**src/rtl/core/abd_ram.sv**
```systemverilog
// generic simple dual port ram with registered read
`default_nettype none

module abd_ram #(
    parameter int unsigned WIDTH = 8,
    parameter int unsigned DEPTH = 256
) (
    input  wire logic                     i_clk,
    input  wire logic                     i_we,
    input  wire logic [$clog2(DEPTH)-1:0] i_waddr,
    input  wire logic [WIDTH-1:0]         i_wdata,
    input  wire logic [$clog2(DEPTH)-1:0] i_raddr,
    output logic      [WIDTH-1:0]         o_rdata
);

    logic [WIDTH-1:0] r_mem [DEPTH];

    always_ff @(posedge i_clk) begin
        if (i_we) begin
            r_mem[i_waddr] <= i_wdata;
        end
        o_rdata <= r_mem[i_raddr];
    end

endmodule

`default_nettype wire

```
**config.mk**
```make
export PLATFORM = sky130hd
export DESIGN_NAME = abd_ram
export DESIGN_NICKNAME = d
export VERILOG_FILES = /design/src/rtl/core/abd_ram.sv
export SDC_FILE = /design/constraint.sdc
export NUM_CORES = 2
export LEC_CHECK = 0
export ABC_AREA = 1
export BUFFER_PORTS_ARGS = -buffer_cell sky130_fd_sc_hd__buf_4
export CAP_MARGIN = 5
export CORE_MARGIN = 4
export CORE_UTILIZATION = 25
export DETAILED_ROUTE_END_ITERATION = 10
export GPL_TIMING_DRIVEN = 0
export MAX_ROUTING_LAYER = met4
export PLACE_DENSITY = 0.37
export SYNTH_ARGS = -nofsm -noshare
export SYNTH_HDL_FRONTEND = slang
export SYNTH_SLANG_ARGS = --single-unit
```
**constraint.sdc**
```tcl
create_clock -name i_clk -period 3 [get_ports i_clk]
set_input_delay 0.3 -clock i_clk [delete_from_list [all_inputs] [get_ports i_clk]]
set_output_delay 0.3 -clock i_clk [all_outputs]
set_load 0.05 [all_outputs]
```
## Word level (Yosys, flattened, before mapping)

Memories as Yosys holds them, arrays and structs flattened. A register that Yosys moved wholly into a read port is not among the register bits.
Cells that the tools add are included.

- Flip-flop bits (word level): 0
- Memories kept: 1
- Bits in latches: 0
- ROM bits: 0
- Bits in writable memories: 2048

- Add/sub/neg operators: 0
- Shift operators: 0
- Multipliers: 0
- Order comparisons: 0
- Reductions and logical operators: 0
- Bitwise gates (word level): 0
- Mux-type cells: 2
- Divide/modulo/power cells: 0
- Equal/unequal tests: 0

Memories:

| memory | depth | width | read ports | clocked after Yosys merged registers in | write ports | line | text |
|---|---|---|---|---|---|---|---|
| r_mem | 256 | 8 | 1 | 1 | 1 | 16 | `logic [WIDTH-1:0] r_mem [DEPTH];` |

Operator list:

| kind | count |
|---|---|
| 1-bit 2-to-1 mux | 2 |

## Depth between registers and ports, before layout

- Depth in word-level cells: 2
- Mapped depth: 15
- Depth with buffers taken out: 11

## Worst setup path before layout

Ideal clock, no wire load.

- Kind: input to register
- Start: input i_we
- End: memory r_mem[162][0] (enable)
- Path buffers: 2
- Path slack: 1.209 ns
- Stages: 4
- Arrival: 1.421 ns
- Setup time: 0.370 ns
- Cells stage by stage: clkbuf_1 nand3_1 clkbuf_1 nor2_1

- Cells in the longest elaborated chain, start to end: 2

RTL lines:

| item | line | text |
|---|---|---|
| start, declared | 9 | `input wire logic i_we,` |
| 1-bit 2-to-1 mux | 19 | `if (i_we) begin` |
| 1-bit 2-to-1 mux (not written as such) | 20 | `r_mem[i_waddr] <= i_wdata;` |
| end, declared | 16 |  |

No other way between the ends.

==> Implementation_results.wiki <==
{| class="wikitable"
! Metric !! Value
|-
| Beginning of the critical path || i_raddr[3]
|-
| Final period demand of the worst path || between 3000 and 4000 ps
|-
| Critical Path AT || 3980 ps
|-
| DRT antenna net count || 0
|-
| End point of the critical path || o_rdata[6]$_DFF_P_
|-
| First drt pass iteration count || 6
|-
| Required @ worst endpoint || 3660 ps
|-
| Syn-to-layout area delta || 17.5%
|-
| Clock root buffer || clkbuf_16
|-
| Maximum number of pins on one net before global-route repair || roughly 140
|-
| Launching element type of the critical path || input port
|-
| Crit share post-route || 110%
|-
| Run status || finished, violations left
|-
| Reg2Reg Setup Slack || approximately 460 ps
|-
| Lkg Pwr || 33.6 nW
|-
| Power per Cell Area || 670 nW/um^2
|-
| Mean number of vias per cell || 5.06
|-
| Residual DRC count || 0
|-
| Number of design-rule violations left by the first detailed-router iteration || 8,110
|-
| DIE WIDTH || 586 um
|-
| CTS clk-pin slew, worst paths || 60 ps
|-
| Reg-to-reg endpoint || o_rdata[6]$_DFF_P_
|-
| Placed standard-cell area || approximately 90,000 sq um
|-
| Cell type with the highest occurrence count on the critical path || nand3_1
|-
| Portion of the post-synthesis area used by sequential elements || between 70% and 80%
|-
| Worst-path cell chain || buf_4 > clkbuf_1 > clkbuf_1 > nand3_1 > nand3_1 > nand3_1 > nand3_1 > nand2_1 > nand2_1 > nand2_1
|-
| First-pass GRT wire length || 531,000 um
|-
| Max-cap violation count || 0
|-
| Type of element capturing the critical path || register
|-
| Num rows || approximately 210
|-
| Peak supply drop || 0.439 mV
|-
| Overflow left after global routing || 0
|-
| Fin worst setup slack || -314 ps
|-
| Logic depth of the worst path, buffers included || 10
|-
| Worst r2r src || r_mem[223][6]$_DFFE_PP_
|-
| Sum of negative setup slack || -1150 ps
|-
| Aggregate routed wire length || 407,000 um
|-
| Proportion of layout cells with a drive suffix above 1 || 10.6%
|-
| Core Footprint || approximately 330,000 sq um
|-
| Distinct cell type count after synthesis || 14
|-
| Overall Global Routing Usage || 23.8%
|-
| CP top delay family || buffers and inverters
|-
| Count of buffer and inverter cells on the critical path || 3
|-
| Overall power || 65.7 mW
|-
| Clock sinks || 2,056
|-
| H-Tree Depth || 4
|-
| Number of filler cells placed in the layout || 33,700
|-
| Worst-skew pair later-pin latency || 920 ps
|-
| Area of all placed cells without fillers || around 100,000 sq um
|-
| RSZ-0062 raised after global routing || false
|-
| Final hold vios || 0
|-
| # port buffers || 26
|-
| Vertical extent of the die || 586 um
|-
| Syn_area_per_cell || 11.9 sq um
|-
| Post-synthesis net count || 7,029
|-
| I/O pin count || 34
|-
| Wire per inst || 34.2 um
|-
| Setup-failing EPs final || 7
|-
| Cell Area, Synth || 83,400 sq um
|-
| Weighted congestion at the end of routability-driven global placement || 0.979
|-
| Failing checks || negative setup slack
|-
| Number of warnings reported in the yosys synthesis log || 0
|-
| Full die area || around 340,000 sq um
|-
| Hold WC Path Type || in -> reg
|-
| CTS tree || done
|-
| CP Max Fanout || 10
|-
| Flip-flop and latch count after synthesis || 2,056
|-
| Peak clock frequency supported by timing || approximately 300 MHz
|-
| Post-CTS Setup Bufs || 0
|-
| Post-detail-place hpwl || 285,000 um
|-
| Count of cells along the worst register-to-register path || 10
|-
| Classification of the worst setup path || in -> reg
|-
| Count of final max-slew check failures || 0
|-
| Number of antenna violations at the first check in global routing || 42
|-
| Vias in the first global route || 55,900
|-
| Starting Density || 25.2%
|-
| Max_slew headroom || 1.37%
|-
| Num CTS Buffers || 236
|-
| Number of nets in the layout || about 7,400
|-
| Post-Route Skew || 67.2 ps
|-
| Longest individual stage delay on the worst path || approximately 1000 ps
|-
| Clock tree buffer depth || 4
|-
| Least-Margin Pin Slew || about 1500 ps
|-
| Crit-path slowest cell || clkbuf_1
|-
| Gate Count Post-Synth || 7,003
|-
| Number of vias in the routed layout || about 60,000
|}
-- Yosys cell counts --
| master | count | area share (%) |
|---|---|---|
| nor2_1 | 283 | 1.3 |
| edfxtp_1 | 2048 | 74 |
| dfxtp_1 | 8 | 0.19 |
| nand2_1 | 2123 | 9.6 |
| buf_2 | 268 | 1.6 |
| buf_1 | 40 | 0.18 |
| buf_8 | 1 | 0.018 |
| inv_2 | 2 | 0.0090 |
| nand3_1 | 2019 | 12 |
| clkbuf_1 | 112 | 0.50 |
| buf_6 | 16 | 0.22 |
| inv_1 | 36 | 0.16 |
| buf_4 | 46 | 0.41 |
| inv_4 | 1 | 0.0075 |
-- routing by layer --
metal	track usage (%)	share of wire, %
met2	36.9	46
met3	3.43	7.2
met5	-	0
met1	31.4	42
met4	9.28	4.5
-- timing repair --
action                                 4_1_cts  5_1_grt
setup endpoints to repair                    8        3
gates resized for setup                     10        6
endpoints found under the hold margin      493        0
cloned                                       0        0
hold buffers                                 9        0
-- metrics by stage --
step / setup slack (ps) / std cells / util (%) / hold slack [ps]
after global routing: 3.25 / 11900 / 29.6 / 307
after floorplan: 1210 / 7003 / - / 399
after CTS: 6.81 / 11900 / 29.5 / 247
final: -314 / 11900 / 29.6 / 346
after detailed placement: -1350 / 11400 / 27.2 / 690
after global placement: -1620 / 11400 / 26.9 / 754
-- state kept, by name, summed over array words and instances, names as in the netlist --
signal,cells
r_mem,2048
o_rdata,8
-- where the power goes --
part / total (mW) / internal [mW] / switching, mW
Clock: 28.8 / 16.5 / 12.3
Sequential: 31.7 / 31.7 / 0.0205
Combinational: 5.14 / 0.991 / 4.15
Total: 65.7 / 49.2 / 16.5
-- worst min path at each step --
stage                       startpoint                       to  cells past startpoint
floorplan                   i_wdata[0]    r_mem[0][0]$_DFFE_PP_                      0
global route                      i_we  r_mem[253][7]$_DFFE_PP_                      3
detailed placement          i_wdata[0]  r_mem[220][0]$_DFFE_PP_                      1
global placement    o_rdata[2]$_DFF_P_               o_rdata[2]                      1
finish                      i_waddr[2]  r_mem[204][7]$_DFFE_PP_                      5
CTS                         i_waddr[2]  r_mem[171][0]$_DFFE_PP_                      6
-- placed cells by master, fill, tap and decap left out, types with 9 or more instances in the layout --
cell type	n
clkbuf_2	34
buf_8	27
dlygate4sd3_1	9
nor2_1	259
clkbuf_16	237
nor2_2	24
inv_1	36
clkinv_2	32
buf_4	69
clkinv_1	54
buf_16	22
clkbuf_1	141
edfxtp_1	2048
diode_2	23
nand2_1	2123
nand3_1	2019
buf_2	273
bufinv_16	23
buf_6	28
buf_1	32
-- area by class of cell --
type | instances | area, sq um | share of cell area, %
Inverter | 39 | 149 | 0.152
Multi-Input combinational cell | 4425 | 19200 | 19.6
Timing Repair Buffer | 94 | 1430 | 1.46
Sequential cell | 2056 | 61700 | 62.9
Clock inverter | 125 | 1290 | 1.32
Antenna cell | 23 | 57.6 | 0.0587
Clock buffer | 304 | 6210 | 6.34
Buffer | 483 | 2530 | 2.58
Tap cell | 4366 | 5460 | 5.58
-- worst register-to-register path, stage by stage (launching register included) --
cell	delay, ps
edfxtp_1	350
nand2_1	70
nand3_1	90
nand3_1	190
nand3_1	200
nand3_1	210
nand3_1	180
nand3_1	440
nand2_1	110
nand2_1	140
nand2_1	310
-- cell families (layout without fill, tap and decap cells) --
kind of cell	Yosys count	count (layout)	synth area share, %
simple gates	4425	4425	22.9
flops	2056	2056	73.9
buf+inv	522	1045	3.12
other cells	0	23	0
No activity file was read; power rests on OpenSTA's default activity.
