File: src/rtl/core/abd_pkg.sv
// shared types and constants of the arcade bus decoder
`default_nettype none

package abd_pkg;

    typedef enum logic [2:0] {
        OP_MEM_RD  = 3'd0,
        OP_MEM_WR  = 3'd1,
        OP_IO_RD   = 3'd2,
        OP_IO_WR   = 3'd3,
        OP_VBLANK  = 3'd4,
        OP_FRAME   = 3'd5,
        OP_ROM_LD  = 3'd6
    } t_op;

    typedef enum logic [1:0] {
        RD_ROM  = 2'd0,
        RD_RAM  = 2'd1,
        RD_BYTE = 2'd2
    } t_rd_sel;

    localparam int unsigned ROM_DEPTH   = 16384;
    localparam int unsigned ROM_AW      = 14;
    localparam int unsigned WRAM_DEPTH  = 4096;
    localparam int unsigned SPR_DEPTH   = 16;
    // work ram first, sprite bytes right after it
    localparam int unsigned RAM_DEPTH   = WRAM_DEPTH + SPR_DEPTH;
    localparam int unsigned RAM_AW      = $clog2(RAM_DEPTH);

    localparam logic [14:0] ADDR_MASK    = 15'h7FFF;
    localparam logic [14:0] ADDR_WRAM    = 15'h4000;
    localparam logic [14:0] ADDR_IO      = 15'h5000;
    localparam logic [14:0] ADDR_IRQ_EN  = 15'h5000;
    localparam logic [14:0] ADDR_SND_EN  = 15'h5001;
    localparam logic [14:0] ADDR_FLIP    = 15'h5003;
    localparam logic [14:0] ADDR_PA_END  = 15'h503F;
    localparam logic [14:0] ADDR_PB_END  = 15'h507F;
    localparam logic [14:0] ADDR_DIP_END = 15'h50BF;
    localparam logic [14:0] ADDR_IO_END  = 15'h50FF;
    localparam logic [14:0] ADDR_SND     = 15'h5040;
    localparam logic [14:0] ADDR_SND_END = 15'h505F;
    localparam logic [14:0] ADDR_SPR     = 15'h5060;
    localparam logic [14:0] ADDR_SPR_END = 15'h506F;

    localparam logic [7:0] VECTOR_RESET = 8'hFA;
    localparam logic [7:0] DIP_RESET    = 8'hC9;
    localparam logic [7:0] OPEN_BUS     = 8'hFF;

    typedef struct packed {
        logic [2:0]  op;
        logic [15:0] addr;
        logic [7:0]  data;
        logic [7:0]  player_port_a;
        logic [7:0]  player_port_b;
    } t_in_item;

    typedef struct packed {
        logic [7:0] read_data;
        logic       sound_write_valid;
        logic [4:0] sound_register;
        logic [7:0] sound_value;
        logic       sound_enable_valid;
        logic       sound_enable_value;
        logic       irq_fire;
        logic [7:0] irq_vector_out;
        logic       flip_state;
    } t_result;

    typedef struct packed {
        logic       irq_enabled;
        logic       irq_waiting;
        logic       screen_flip;
        logic [7:0] vector_latch;
    } t_latches;

    typedef struct packed {
        logic              ram_we;
        logic [RAM_AW-1:0] ram_waddr;
        logic [RAM_AW-1:0] ram_raddr;
        logic              rom_we;
        logic [ROM_AW-1:0] rom_addr;
        t_rd_sel           rd_sel;
        logic [7:0]        rd_byte;
        logic              snd_valid;
        logic [4:0]        snd_reg;
        logic              sen_valid;
        logic              sen_value;
        logic              fire;
    } t_dec;

endpackage

`default_nettype wire

File: src/rtl/core/abd_decode.sv
// address decode and latch update for one bus item
`default_nettype none

module abd_decode
    import abd_pkg::*;
#(
    parameter bit FORCE_SOUND_ON = 1'b0
) (
    input  wire t_in_item   i_item,
    input  wire t_latches   i_cur,
    input  wire logic [7:0] i_dip,
    output t_dec            o_dec,
    output t_latches        o_next
);

    logic [14:0] a;
    logic [14:0] snd_off;
    logic [14:0] spr_off;

    assign a       = i_item.addr[14:0] & ADDR_MASK;
    assign snd_off = a - ADDR_SND;
    assign spr_off = a - ADDR_SPR;

    always_comb begin
        o_dec           = '0;
        o_dec.rd_sel    = RD_BYTE;
        o_dec.rd_byte   = OPEN_BUS;
        o_dec.rom_addr  = i_item.addr[ROM_AW-1:0];
        o_dec.ram_raddr = RAM_AW'(a[11:0]);
        o_dec.ram_waddr = RAM_AW'(a[11:0]);
        o_next          = i_cur;

        unique case (i_item.op)
            OP_MEM_RD: begin
                if (a < ADDR_WRAM) begin
                    o_dec.rd_sel = RD_ROM;
                end else if (a < ADDR_IO) begin
                    o_dec.rd_sel = RD_RAM;
                end else if (a <= ADDR_PA_END) begin
                    o_dec.rd_byte = i_item.player_port_a;
                end else if (a <= ADDR_PB_END) begin
                    o_dec.rd_byte = i_item.player_port_b;
                end else if (a <= ADDR_DIP_END) begin
                    o_dec.rd_byte = i_dip;
                end
            end
            OP_MEM_WR: begin
                if (a >= ADDR_WRAM && a < ADDR_IO) begin
                    o_dec.ram_we = 1'b1;
                end else if (a == ADDR_IRQ_EN) begin
                    o_next.irq_enabled = i_item.data[0];
                    if (!i_item.data[0]) begin
                        o_next.irq_waiting = 1'b0;
                    end
                end else if (a == ADDR_SND_EN) begin
                    o_dec.sen_valid = 1'b1;
                    o_dec.sen_value = FORCE_SOUND_ON | i_item.data[0];
                end else if (a == ADDR_FLIP) begin
                    o_next.screen_flip = i_item.data[0];
                end else if (a >= ADDR_SND && a <= ADDR_SND_END) begin
                    o_dec.snd_valid = 1'b1;
                    o_dec.snd_reg   = snd_off[4:0];
                end else if (a >= ADDR_SPR && a <= ADDR_SPR_END) begin
                    o_dec.ram_we    = 1'b1;
                    o_dec.ram_waddr = RAM_AW'(WRAM_DEPTH) + RAM_AW'(spr_off[3:0]);
                end
            end
            OP_IO_RD: begin
                o_dec.rd_byte = OPEN_BUS;
            end
            OP_IO_WR: begin
                if (i_item.addr[7:0] == 8'd0) begin
                    o_next.vector_latch = i_item.data;
                end
            end
            OP_VBLANK: begin
                if (i_cur.irq_enabled) begin
                    o_next.irq_waiting = 1'b1;
                end
            end
            OP_FRAME: begin
                if (i_cur.irq_enabled && i_cur.irq_waiting) begin
                    o_dec.fire         = 1'b1;
                    o_next.irq_waiting = 1'b0;
                end
            end
            OP_ROM_LD: begin
                o_dec.rom_we = 1'b1;
            end
            default: begin
                o_dec.rd_byte = OPEN_BUS;
            end
        endcase
    end

endmodule

`default_nettype wire

File: config.mk
export PLATFORM = sky130hd
export DESIGN_NAME = abd_decode
export DESIGN_NICKNAME = d
export VERILOG_FILES = /design/src/rtl/core/abd_pkg.sv /design/src/rtl/core/abd_decode.sv
export SDC_FILE = /design/constraint.sdc
export NUM_CORES = 1
export LEC_CHECK = 0
export BUFFER_PORTS_ARGS = -buffer_cell sky130_fd_sc_hd__buf_2
export CAP_MARGIN = 40
export CORE_MARGIN = 1
export CORE_UTILIZATION = 28
export DETAILED_ROUTE_END_ITERATION = 16
export PLACE_DENSITY = 0.8
export SYNTH_ARGS = -nofsm -noshare
export SYNTH_HDL_FRONTEND = slang
export SYNTH_SLANG_ARGS = --single-unit
File: constraint.sdc
create_clock -name vclk -period 1.7
set_clock_uncertainty 0.1 [all_clocks]
set_input_delay 0.085 -clock vclk [all_inputs]
set_output_delay 0.085 -clock vclk [all_outputs]
set_load 0.02 [all_outputs]
Yosys cells after proc, flatten, opt, wreduce, memory -nomap -nowiden
Index checks and enable logic that the tools add are counted.
- eq/ne operators: 8
- shift-type cells: 0
- mux-type cells: 40
- $mul: 0
- magnitude comparators: 10
- bitwise operators: 0
- reduce and logical (&&, ||, !) cells: 6
- div/mod/pow operators: 0
- add/subtract/negate cells: 3
- operators with widths (cell ; count):
    $mux 8 ; 11
    $mux 14 ; 6
    $le 15x15->1 const B ; 5
    $eq 15x15->1 const B ; 3
    $ge 15x15->1 const B ; 3
    $lt 15x15->1 const B ; 2
    $mux 6 ; 3
    $add 13x4->13 const A ; 1
    $mux 13 ; 1
    $mux 1 ; 12
    $mux 2 ; 5
    $eq 3x3->1 const B ; 3
    $logic_not 8->1 ; 1
    $sub 5x1->5 const B ; 1
    $logic_and 1x1->1 ; 4
    $sub 4x1->4 const B ; 1
    $eq 3x1->1 const B ; 1
    $eq 3x2->1 const B ; 1
    $logic_not 3->1 ; 1
    $mux 3 ; 1
    $pmux 1 s3 ; 1
- memories kept: 0
- input bits: 62
- register bits after elaboration: 0
- RAM bits: 0
- bits in latches: 0
- logic and storage cells: 67
- output and inout port bits: 72
- ROM bits: 0

Longest topological paths before layout
Gate-level depths: netlist (run 1).
- word-level depth: 9
- gate-level depth with buffers: 6
- mapped depth without buffers: 4

Least setup slack after synthesis (run 1)
OpenSTA, ideal clock, no wires.
- kind: input -> output
- start: input i_item[28] (netlist bit)
- end: output o_dec[1] (netlist bit)
- required time: 1515 ps
- buffers on the path: 0
- arrival time: 1809 ps
- stages on the path: 4
- path slack: -294 ps
- cells stage by stage: or4_4 > or4_4 > nor4b_4 > and2_1
- RTL lines (what ; line ; source):
    from (decl) ; abd_decode.sv:9 ; input wire t_in_item i_item,
    to (decl) ; abd_decode.sv:12 ; output t_dec o_dec,

==> run_results.csv, run 1 <==
group,metric,value,unit
drt,drt_iter0_markers,17,
critical_path,path_max_fanout,4,
synth,synth_top_area_share,26.0,%
cells_and_area,seq_cells,0,
cells_and_area,multi_input_area,712,µm²
worst_hold_path,min_from,"i_item[27]",
cells_and_area,final_net_count,321,
timing,hold_violations,0,
global_route,grt_start_max_net_pins,10,
cells_and_area,final_cells,301,
pwr,p_per_area,224,nW/µm²
timing,fin_crit_sh,124,%
timing,period_needed,2100,ps
placed_design,io_buffers,132,
synth,ys_warn_count,0,
synth,synthCells,136,
placed_design,pre_cts_slack,-427,ps
pwr,p_sw_share,54.2,%
critical_path,path_delay_family,"simple AND/OR/NAND/NOR gates",
cells_and_area,final_common_cell,"buf_2",
drt,drt-pass1-iter-count,4,
critical_path,critPathMaxStageDelay,560,ps
critical_path,cp-start-kind,"input pin",
synth,syn-num-nets,198,
cells_and_area,seq_area,0,µm²
die,start_util,29.3,%
pwr,seqPwrFrac,0,%
run,cap_violations,0,
status,violations,"setup timing",
synth,syn_area_per_cell,6.58,µm²
pwr,combPwrFrac,100.0,%
critical_path,crit_cells,6,
cells_and_area,clock_buffers,0,
critical_path,cp_cell_sequence,"buf_6, or4_4, or4_4, nor4_4, mux2_4, buf_2",
timing,fmax,476,MHz
critical_path,slowest_stage,"or4_4",
die,dieHeight,58.5,µm
placed_design,dp.cells,297,
pwr,p_switching,0.211,mW
placed_design,hpwl,2670,µm
timing,setup_ws,-402,ps
cells_and_area,final_cell_mix,"buf_2, buf_4, a21oi_1, nor2_1, buf_6",
critical_path,crit_buf_inv,2,
cells_and_area,finish.utilization,56.9,%
timing,maxSlewViolCount,0,
cells_and_area,num_antenna_cells,0,
pwr,p_int,0.178,mW
die,die_w,58.5,µm
drt,vias_per_cell,4.68,
die,ioPinCount,134,
synth,syn_area,895,µm²
global_route,grt-ovfl-total,0,
global_route,grt_pass1_wl,4700,µm
synth,ys_seq_area_share,0,%
global_route,grt_pass1_vias,1121,
status,outcome,"finished, violations left",
global_route,grt_usage,16.7,%
critical_path,critical_path_class,"in2out",
placed_design,dpl_cell_area,1540,µm²
cells_and_area,fin_area,1740,µm²
drt,wl_per_cell,10.9,µm
worst_hold_path,hold_depth,2,
cells_and_area,fillers,317,
critical_path,required,1510,ps
placed_design,gp_congestion,0.770,
drt,drc_errors,0,
pwr,clkPwrFrac,0,%
cells_and_area,area_delta_synth_final,94.1,%
pwr,ir_worst_vdd,173,µV
drt,ant_nets,0,
critical_path,crit_top_cell,"or4_4",
drt,routed_wl,3290,µm
critical_path,crit_arrival,1920,ps
critical_path,crit_start,"i_item[31]",
timing,setup_viol_count_final,13,
worst_hold_path,holdCritPathClass,"in2out",
die,die_area,3430,µm²
drt,num_vias,1409,
synth,synth_area_leaders,"buf_4, a21oi_1, mux2_2",
cts,ctsHoldBuffers,0,
global_route,antenna_found_initial,0,
cells_and_area,drive_gt1_share,70.8,%
die,coreArea,3050,µm²
critical_path,worstSetupEndpointType,"primary output",
synth,synth_top_cell_by_area,"buf_4",
die,rows,20,
pwr,p_leak,0.950,nW
synth,ys_types,31,
timing,rsz0062_at_grt,"yes",
[cell usage after synthesis]
library cell	n
buf_4	31
a21oi_1	19
nor2_1	16
clkbuf_1	8
mux2_2	8
o31ai_1	7
and2_1	6
nand2_1	5
nor2b_1	4
nand3b_1	3
nand4_1	3
nor3_1	3
inv_1	2
mux2_1	2
nor3b_1	2
or4_4	2
a2111oi_0	1
a211o_1	1
and3_1	1
and3b_1	1
conb_1	1
nand2b_1	1
nand4b_1	1
nor3_2	1
nor4_1	1
nor4_2	1
nor4b_4	1
o21a_1	1
o21ai_0	1
o21ai_1	1
or4_1	1
[final timing paths]
kind	slack, ps	end
setup / recovery	-400	o_next[10]
hold / removal	370	o_dec[50]
[logic make-up after synthesis]
logic type	after synthesis	share of synthesized area [%]
AOI/OAI and AO/OA	31	20.4
buffers and inverters	41	30.2
muxes	10	12.6
other	1	0.419
and+or+nand+nor	53	36.4
[per-layer routing]
metal  GRT usage (%)  part of all wire (%)  vias to the layer above
li1                -                     -                      693
met1            19.6                    38                      630
met2            35.0                    53                       86
met3           0.440                   9.3                        0
met4               0                     0                        0
met5               0                     0                        -
[per-stage QoR]
stage	setup TNS, ps	total power [mW]	hold slack [ps]
global placement	-3020	0.347	350
detailed placement	-2910	0.351	353
floorplan	-543	0.210	108
CTS	-3030	0.381	359
global route	-4510	0.419	383
finish	-3720	0.390	370
[final cells by class]
class                      instances  share of cell area [%]
inverter                           2                   0.432
multi-input combinational         95                    41.0
tap                               44                    3.17
timing repair buffer             160                    55.4
[power groups by stage]
stage | Combinational (mW) | Sequential (mW) | Clock [mW]
4_1_cts | 0.381 | 0 | 0
2_1_floorplan | 0.210 | 0 | 0
3_3_place_gp | 0.347 | 0 | 0
5_1_grt | 0.419 | 0 | 0
3_5_place_dp | 0.351 | 0 | 0
6_report | 0.390 | 0 | 0
[what timing repair did]
| item | CTS | global route |
|---|---|---|
| pin swaps | 4 | 4 |
| endpoints found under the setup margin | 21 | 27 |
| cloned | 1 | 0 |
| gates resized for setup | 32 | 11 |
| buffers inserted | 2 | 1 |
Power figures use the tool's default switching activity.
==> inputs of run 2 (changes only) <==
--- a/config.mk
+++ b/config.mk
@@ -7,6 +7,7 @@
 export LEC_CHECK = 0
 export BUFFER_PORTS_ARGS = -buffer_cell sky130_fd_sc_hd__buf_2
 export CAP_MARGIN = 40
+export CORE_ASPECT_RATIO = 0.8
 export CORE_MARGIN = 1
 export CORE_UTILIZATION = 28
 export DETAILED_ROUTE_END_ITERATION = 16
==> run_results.csv, run 2 (synthesized netlist as in run 1, its figures left out) <==
group,metric,value,unit
timing,worst_slew_pin_slew,527,ps
cells_and_area,final_net_count,317,
cells_and_area,num_antenna_cells,0,
pwr,p_leak,0.917,nW
global_route,grt-ovfl-total,0,
timing,maxSlewHeadroom,64.0,%
cells_and_area,multi_input_area,738,µm²
drt,drt_iter0_markers,24,
timing,rsz0062_at_grt,"yes",
die,die_area,3430,µm²
timing,period_needed,2160,ps
placed_design,io_buffers,132,
drt,drt-pass1-iter-count,4,
placed_design,gp_congestion,0.769,
die,ioPinCount,134,
timing,hold_violations,0,
status,violations,"setup timing",
cells_and_area,drive_gt1_share,75.1,%
die,rows,17,
drt,num_vias,1355,
global_route,grt_usage,17.1,%
cts,ctsHoldBuffers,0,
critical_path,critical_path_class,"in2out",
global_route,grt_pass1_wl,4770,µm
global_route,antenna_found_initial,0,
pwr,ir_worst_vdd,85.6,µV
cells_and_area,clock_buffers,0,
drt,wl_per_cell,11.9,µm
die,die_w,65.2,µm
critical_path,path_max_fanout,3,
drt,vias_per_cell,4.66,
die,dieHeight,52.6,µm
die,start_util,30.9,%
cells_and_area,final_common_cell,"buf_2",
pwr,p_per_area,221,nW/µm²
cells_and_area,final_cell_mix,"buf_2, buf_4, nor2_1, buf_6, a21oi_1",
timing,fin_crit_sh,127,%
placed_design,pre_cts_slack,-445,ps
placed_design,hpwl,2670,µm
critical_path,cp-start-kind,"input pin",
cells_and_area,seq_cells,0,
die,coreArea,2890,µm²
cells_and_area,area_delta_synth_final,92.2,%
critical_path,crit_arrival,1970,ps
cells_and_area,fillers,290,
drt,drc_errors,0,
worst_hold_path,holdCritPathClass,"in2out",
timing,fmax,464,MHz
drt,routed_wl,3470,µm
timing,setup_viol_count_final,13,
critical_path,required,1510,ps
drt,ant_nets,0,
cells_and_area,seq_area,0,µm²
run,cap_violations,0,
timing,whs,330,ps
global_route,grt_start_max_net_pins,10,
critical_path,worstSetupEndpointType,"primary output",
global_route,grt_pass1_vias,1096,
timing,setup_ws,-456,ps
status,outcome,"finished, violations left",
timing,maxSlewViolCount,0,
worst_hold_path,hold_depth,2,
## run 2: final cells by class
type / instances / share of cell area [%]
tap: 38 / 2.77
timing repair buffer: 156 / 53.9
multi-input combinational: 95 / 42.9
inverter: 2 / 0.437
## run 2: worst paths after layout
check | startpoint | endpoint | slack [ps]
max | i_item[29] | o_dec[1] | -460
min | i_item[37] | o_dec[32] | 330
## run 2: per-layer routing
metal / global-route usage [%] / vias to the layer above / wire, µm
li1: - / 682 / -
met1: 21.7 / 608 / 1460
met2: 33.2 / 63 / 1770
met3: 1.09 / 2 / 229
met4: 0 / 0 / 19
met5: 0 / - / 0
## run 2: worst max-delay path, stage by stage
cell and delay [ps]:
buf_6 90, or4_4 530, or4_4 560, buf_12 160, nor4b_4 240, and2_4 190
buf_6 110
## run 2: power by group
group	leakage [nW]	internal (mW)	switching, mW
combinational	0.917	0.167	0.213
sequential	0	0	0
clock	0	0	0
## run 2: metrics by stage
stage	cells	TNS [ps]	cell area (µm²)	utilization, %	power (mW)
3_3_place_gp	287	-3280	1500	52.0	0.336
2_1_floorplan	136	-543	908	-	0.210
5_1_grt	291	-4250	1720	59.4	0.409
4_1_cts	288	-3040	1570	54.2	0.354
6_report	291	-3590	1720	59.4	0.381
3_5_place_dp	287	-3730	1500	52.0	0.340
## run 2: repair_timing
item	4_1_cts	5_1_grt
pin swaps	4	12
buffers inserted	0	5
resized for setup	15	32
endpoints found under the setup margin	21	26
gates cloned	1	0
==> inputs of run 3 (changes only) <==
--- a/config.mk
+++ b/config.mk
@@ -12,6 +12,7 @@
 export CORE_UTILIZATION = 28
 export DETAILED_ROUTE_END_ITERATION = 16
 export PLACE_DENSITY = 0.8
+export SETUP_SLACK_MARGIN = 0.4
 export SYNTH_ARGS = -nofsm -noshare
 export SYNTH_HDL_FRONTEND = slang
 export SYNTH_SLANG_ARGS = --single-unit
==> run_results.csv, run 3 (synthesized netlist as in run 1, its figures left out) <==
group,metric,value,unit
cells_and_area,finish.utilization,71.5,%
global_route,grt_start_max_net_pins,10,
global_route,grt_pass1_vias,1209,
critical_path,worstSetupEndpointType,"primary output",
die,ioPinCount,134,
critical_path,path_max_fanout,4,
cells_and_area,clock_buffers,0,
global_route,antenna_found_initial,0,
global_route,grt_pass1_wl,5550,µm
timing,maxSlewHeadroom,64.4,%
cells_and_area,area_delta_synth_final,131,%
timing,hold_violations,0,
critical_path,required,1510,ps
run,cap_violations,0,
placed_design,hpwl,3030,µm
cells_and_area,final_net_count,320,
drt,vias_per_cell,4.78,
critical_path,critical_path_class,"in2out",
die,start_util,30.9,%
placed_design,io_buffers,132,
critical_path,slowest_stage,"or4_4",
critical_path,critPathMaxStageDelay,560,ps
cells_and_area,drive_gt1_share,80.9,%
timing,setup_viol_count_final,21,
placed_design,gp_congestion,0.804,
pwr,total_power,0.441,mW
critical_path,endpoint,"o_next[10]",
drt,wl_per_cell,13.3,µm
drt,drt_iter0_markers,39,
cells_and_area,fillers,229,
pwr,p_switching,0.246,mW
cells_and_area,final_cell_mix,"buf_2, buf_6, buf_4, nor2_1, a21oi_1",
timing,maxSlewViolCount,0,
cells_and_area,final_common_cell,"buf_2",
die,rows,17,
critical_path,crit_buf_inv,2,
critical_path,cp_cell_sequence,"buf_6, or4_4, or4_4, nor4_4, mux2_4, buf_6",
worst_hold_path,min_from,"i_item[36]",
drt,routed_wl,3910,µm
status,outcome,"finished, violations left",
cells_and_area,seq_area,0,µm²
pwr,clkPwrFrac,0,%
die,die_area,3430,µm²
die,coreArea,2890,µm²
pwr,combPwrFrac,100.0,%
drt,drt-pass1-iter-count,4,
critical_path,crit_arrival,1930,ps
timing,fin_crit_sh,124,%
die,die_w,65.2,µm
pwr,p_leak,0.998,nW
worst_hold_path,hold_depth,2,
die,dieHeight,52.6,µm
drt,ant_nets,0,
status,violations,"setup timing",
timing,fmax,474,MHz
critical_path,crit_cells,6,
pwr,p_per_area,213,nW/µm²
cells_and_area,num_antenna_cells,0,
pwr,seqPwrFrac,0,%
timing,setup_ws,-411,ps
pwr,ir_worst_vdd,184,µV
cells_and_area,seq_cells,0,
timing,worst_slew_pin_slew,521,ps
worst_hold_path,holdCritPathClass,"in2out",
pwr,p_int,0.195,mW
critical_path,path_delay_family,"simple AND/OR/NAND/NOR gates",
global_route,grt-ovfl-total,0,
drt,drc_errors,0,
critical_path,crit_start,"i_item[28]",
critical_path,cp-start-kind,"input pin",
timing,rsz0062_at_grt,"yes",
drt,num_vias,1404,
timing,period_needed,2110,ps
cts,ctsHoldBuffers,0,
global_route,grt_usage,20.4,%
pwr,p_sw_share,55.7,%
-- run 3: cell type report --
cell class,count,area [µm²],area share (%)
inverter,2,7.51,0.363
tap,38,47.5,2.30
multi-input combinational,95,923,44.7
timing repair buffer,159,1090,52.7
-- run 3: how the worst min path moves through the flow --
stage	to
floorplan	o_dec[59]
global placement	o_dec[31]
detailed placement	o_dec[31]
CTS	o_dec[31]
global route	o_dec[31]
finish	o_dec[31]
-- run 3: metal layers --
layer  vias up  routed length, µm  part of all wire, %  track usage [%]
met4         0                 31                 0.79             1.81
met5         -                  0                    0                0
met2        53               2200                   56             39.3
met3         2                149                  3.8            0.652
li1        693                  -                    -                -
met1       656               1520                   39             25.8
-- run 3: what timing repair did --
| action | in CTS | in global routing |
|---|---|---|
| gates cloned | 1 | 0 |
| setup buffers | 4 | 1 |
| gates resized for setup | 43 | 25 |
| pin swaps | 9 | 7 |
| setup endpoints to repair | 31 | 31 |
-- run 3: through the flow --
step           worst slack, ps  std cells  TNS, ps  area [µm²]  hold WS (ps)
3_5_place_dp              -446        288    -2880        1770           354
6_report                  -411        294    -3790        2070           351
5_1_grt                   -448        294    -4700        2070           363
4_1_cts                   -416        293    -2940        1980           355
3_3_place_gp              -420        288    -2490        1770           357
2_1_floorplan             -270        136     -543        1180           106
-- run 3: power groups by stage --
| stage | registers, mW | clock network [mW] | logic [mW] |
|---|---|---|---|
| floorplan | 0 | 0 | 0.251 |
| global placement | 0 | 0 | 0.390 |
| detailed placement | 0 | 0 | 0.394 |
| CTS | 0 | 0 | 0.429 |
| global route | 0 | 0 | 0.468 |
| finish | 0 | 0 | 0.441 |
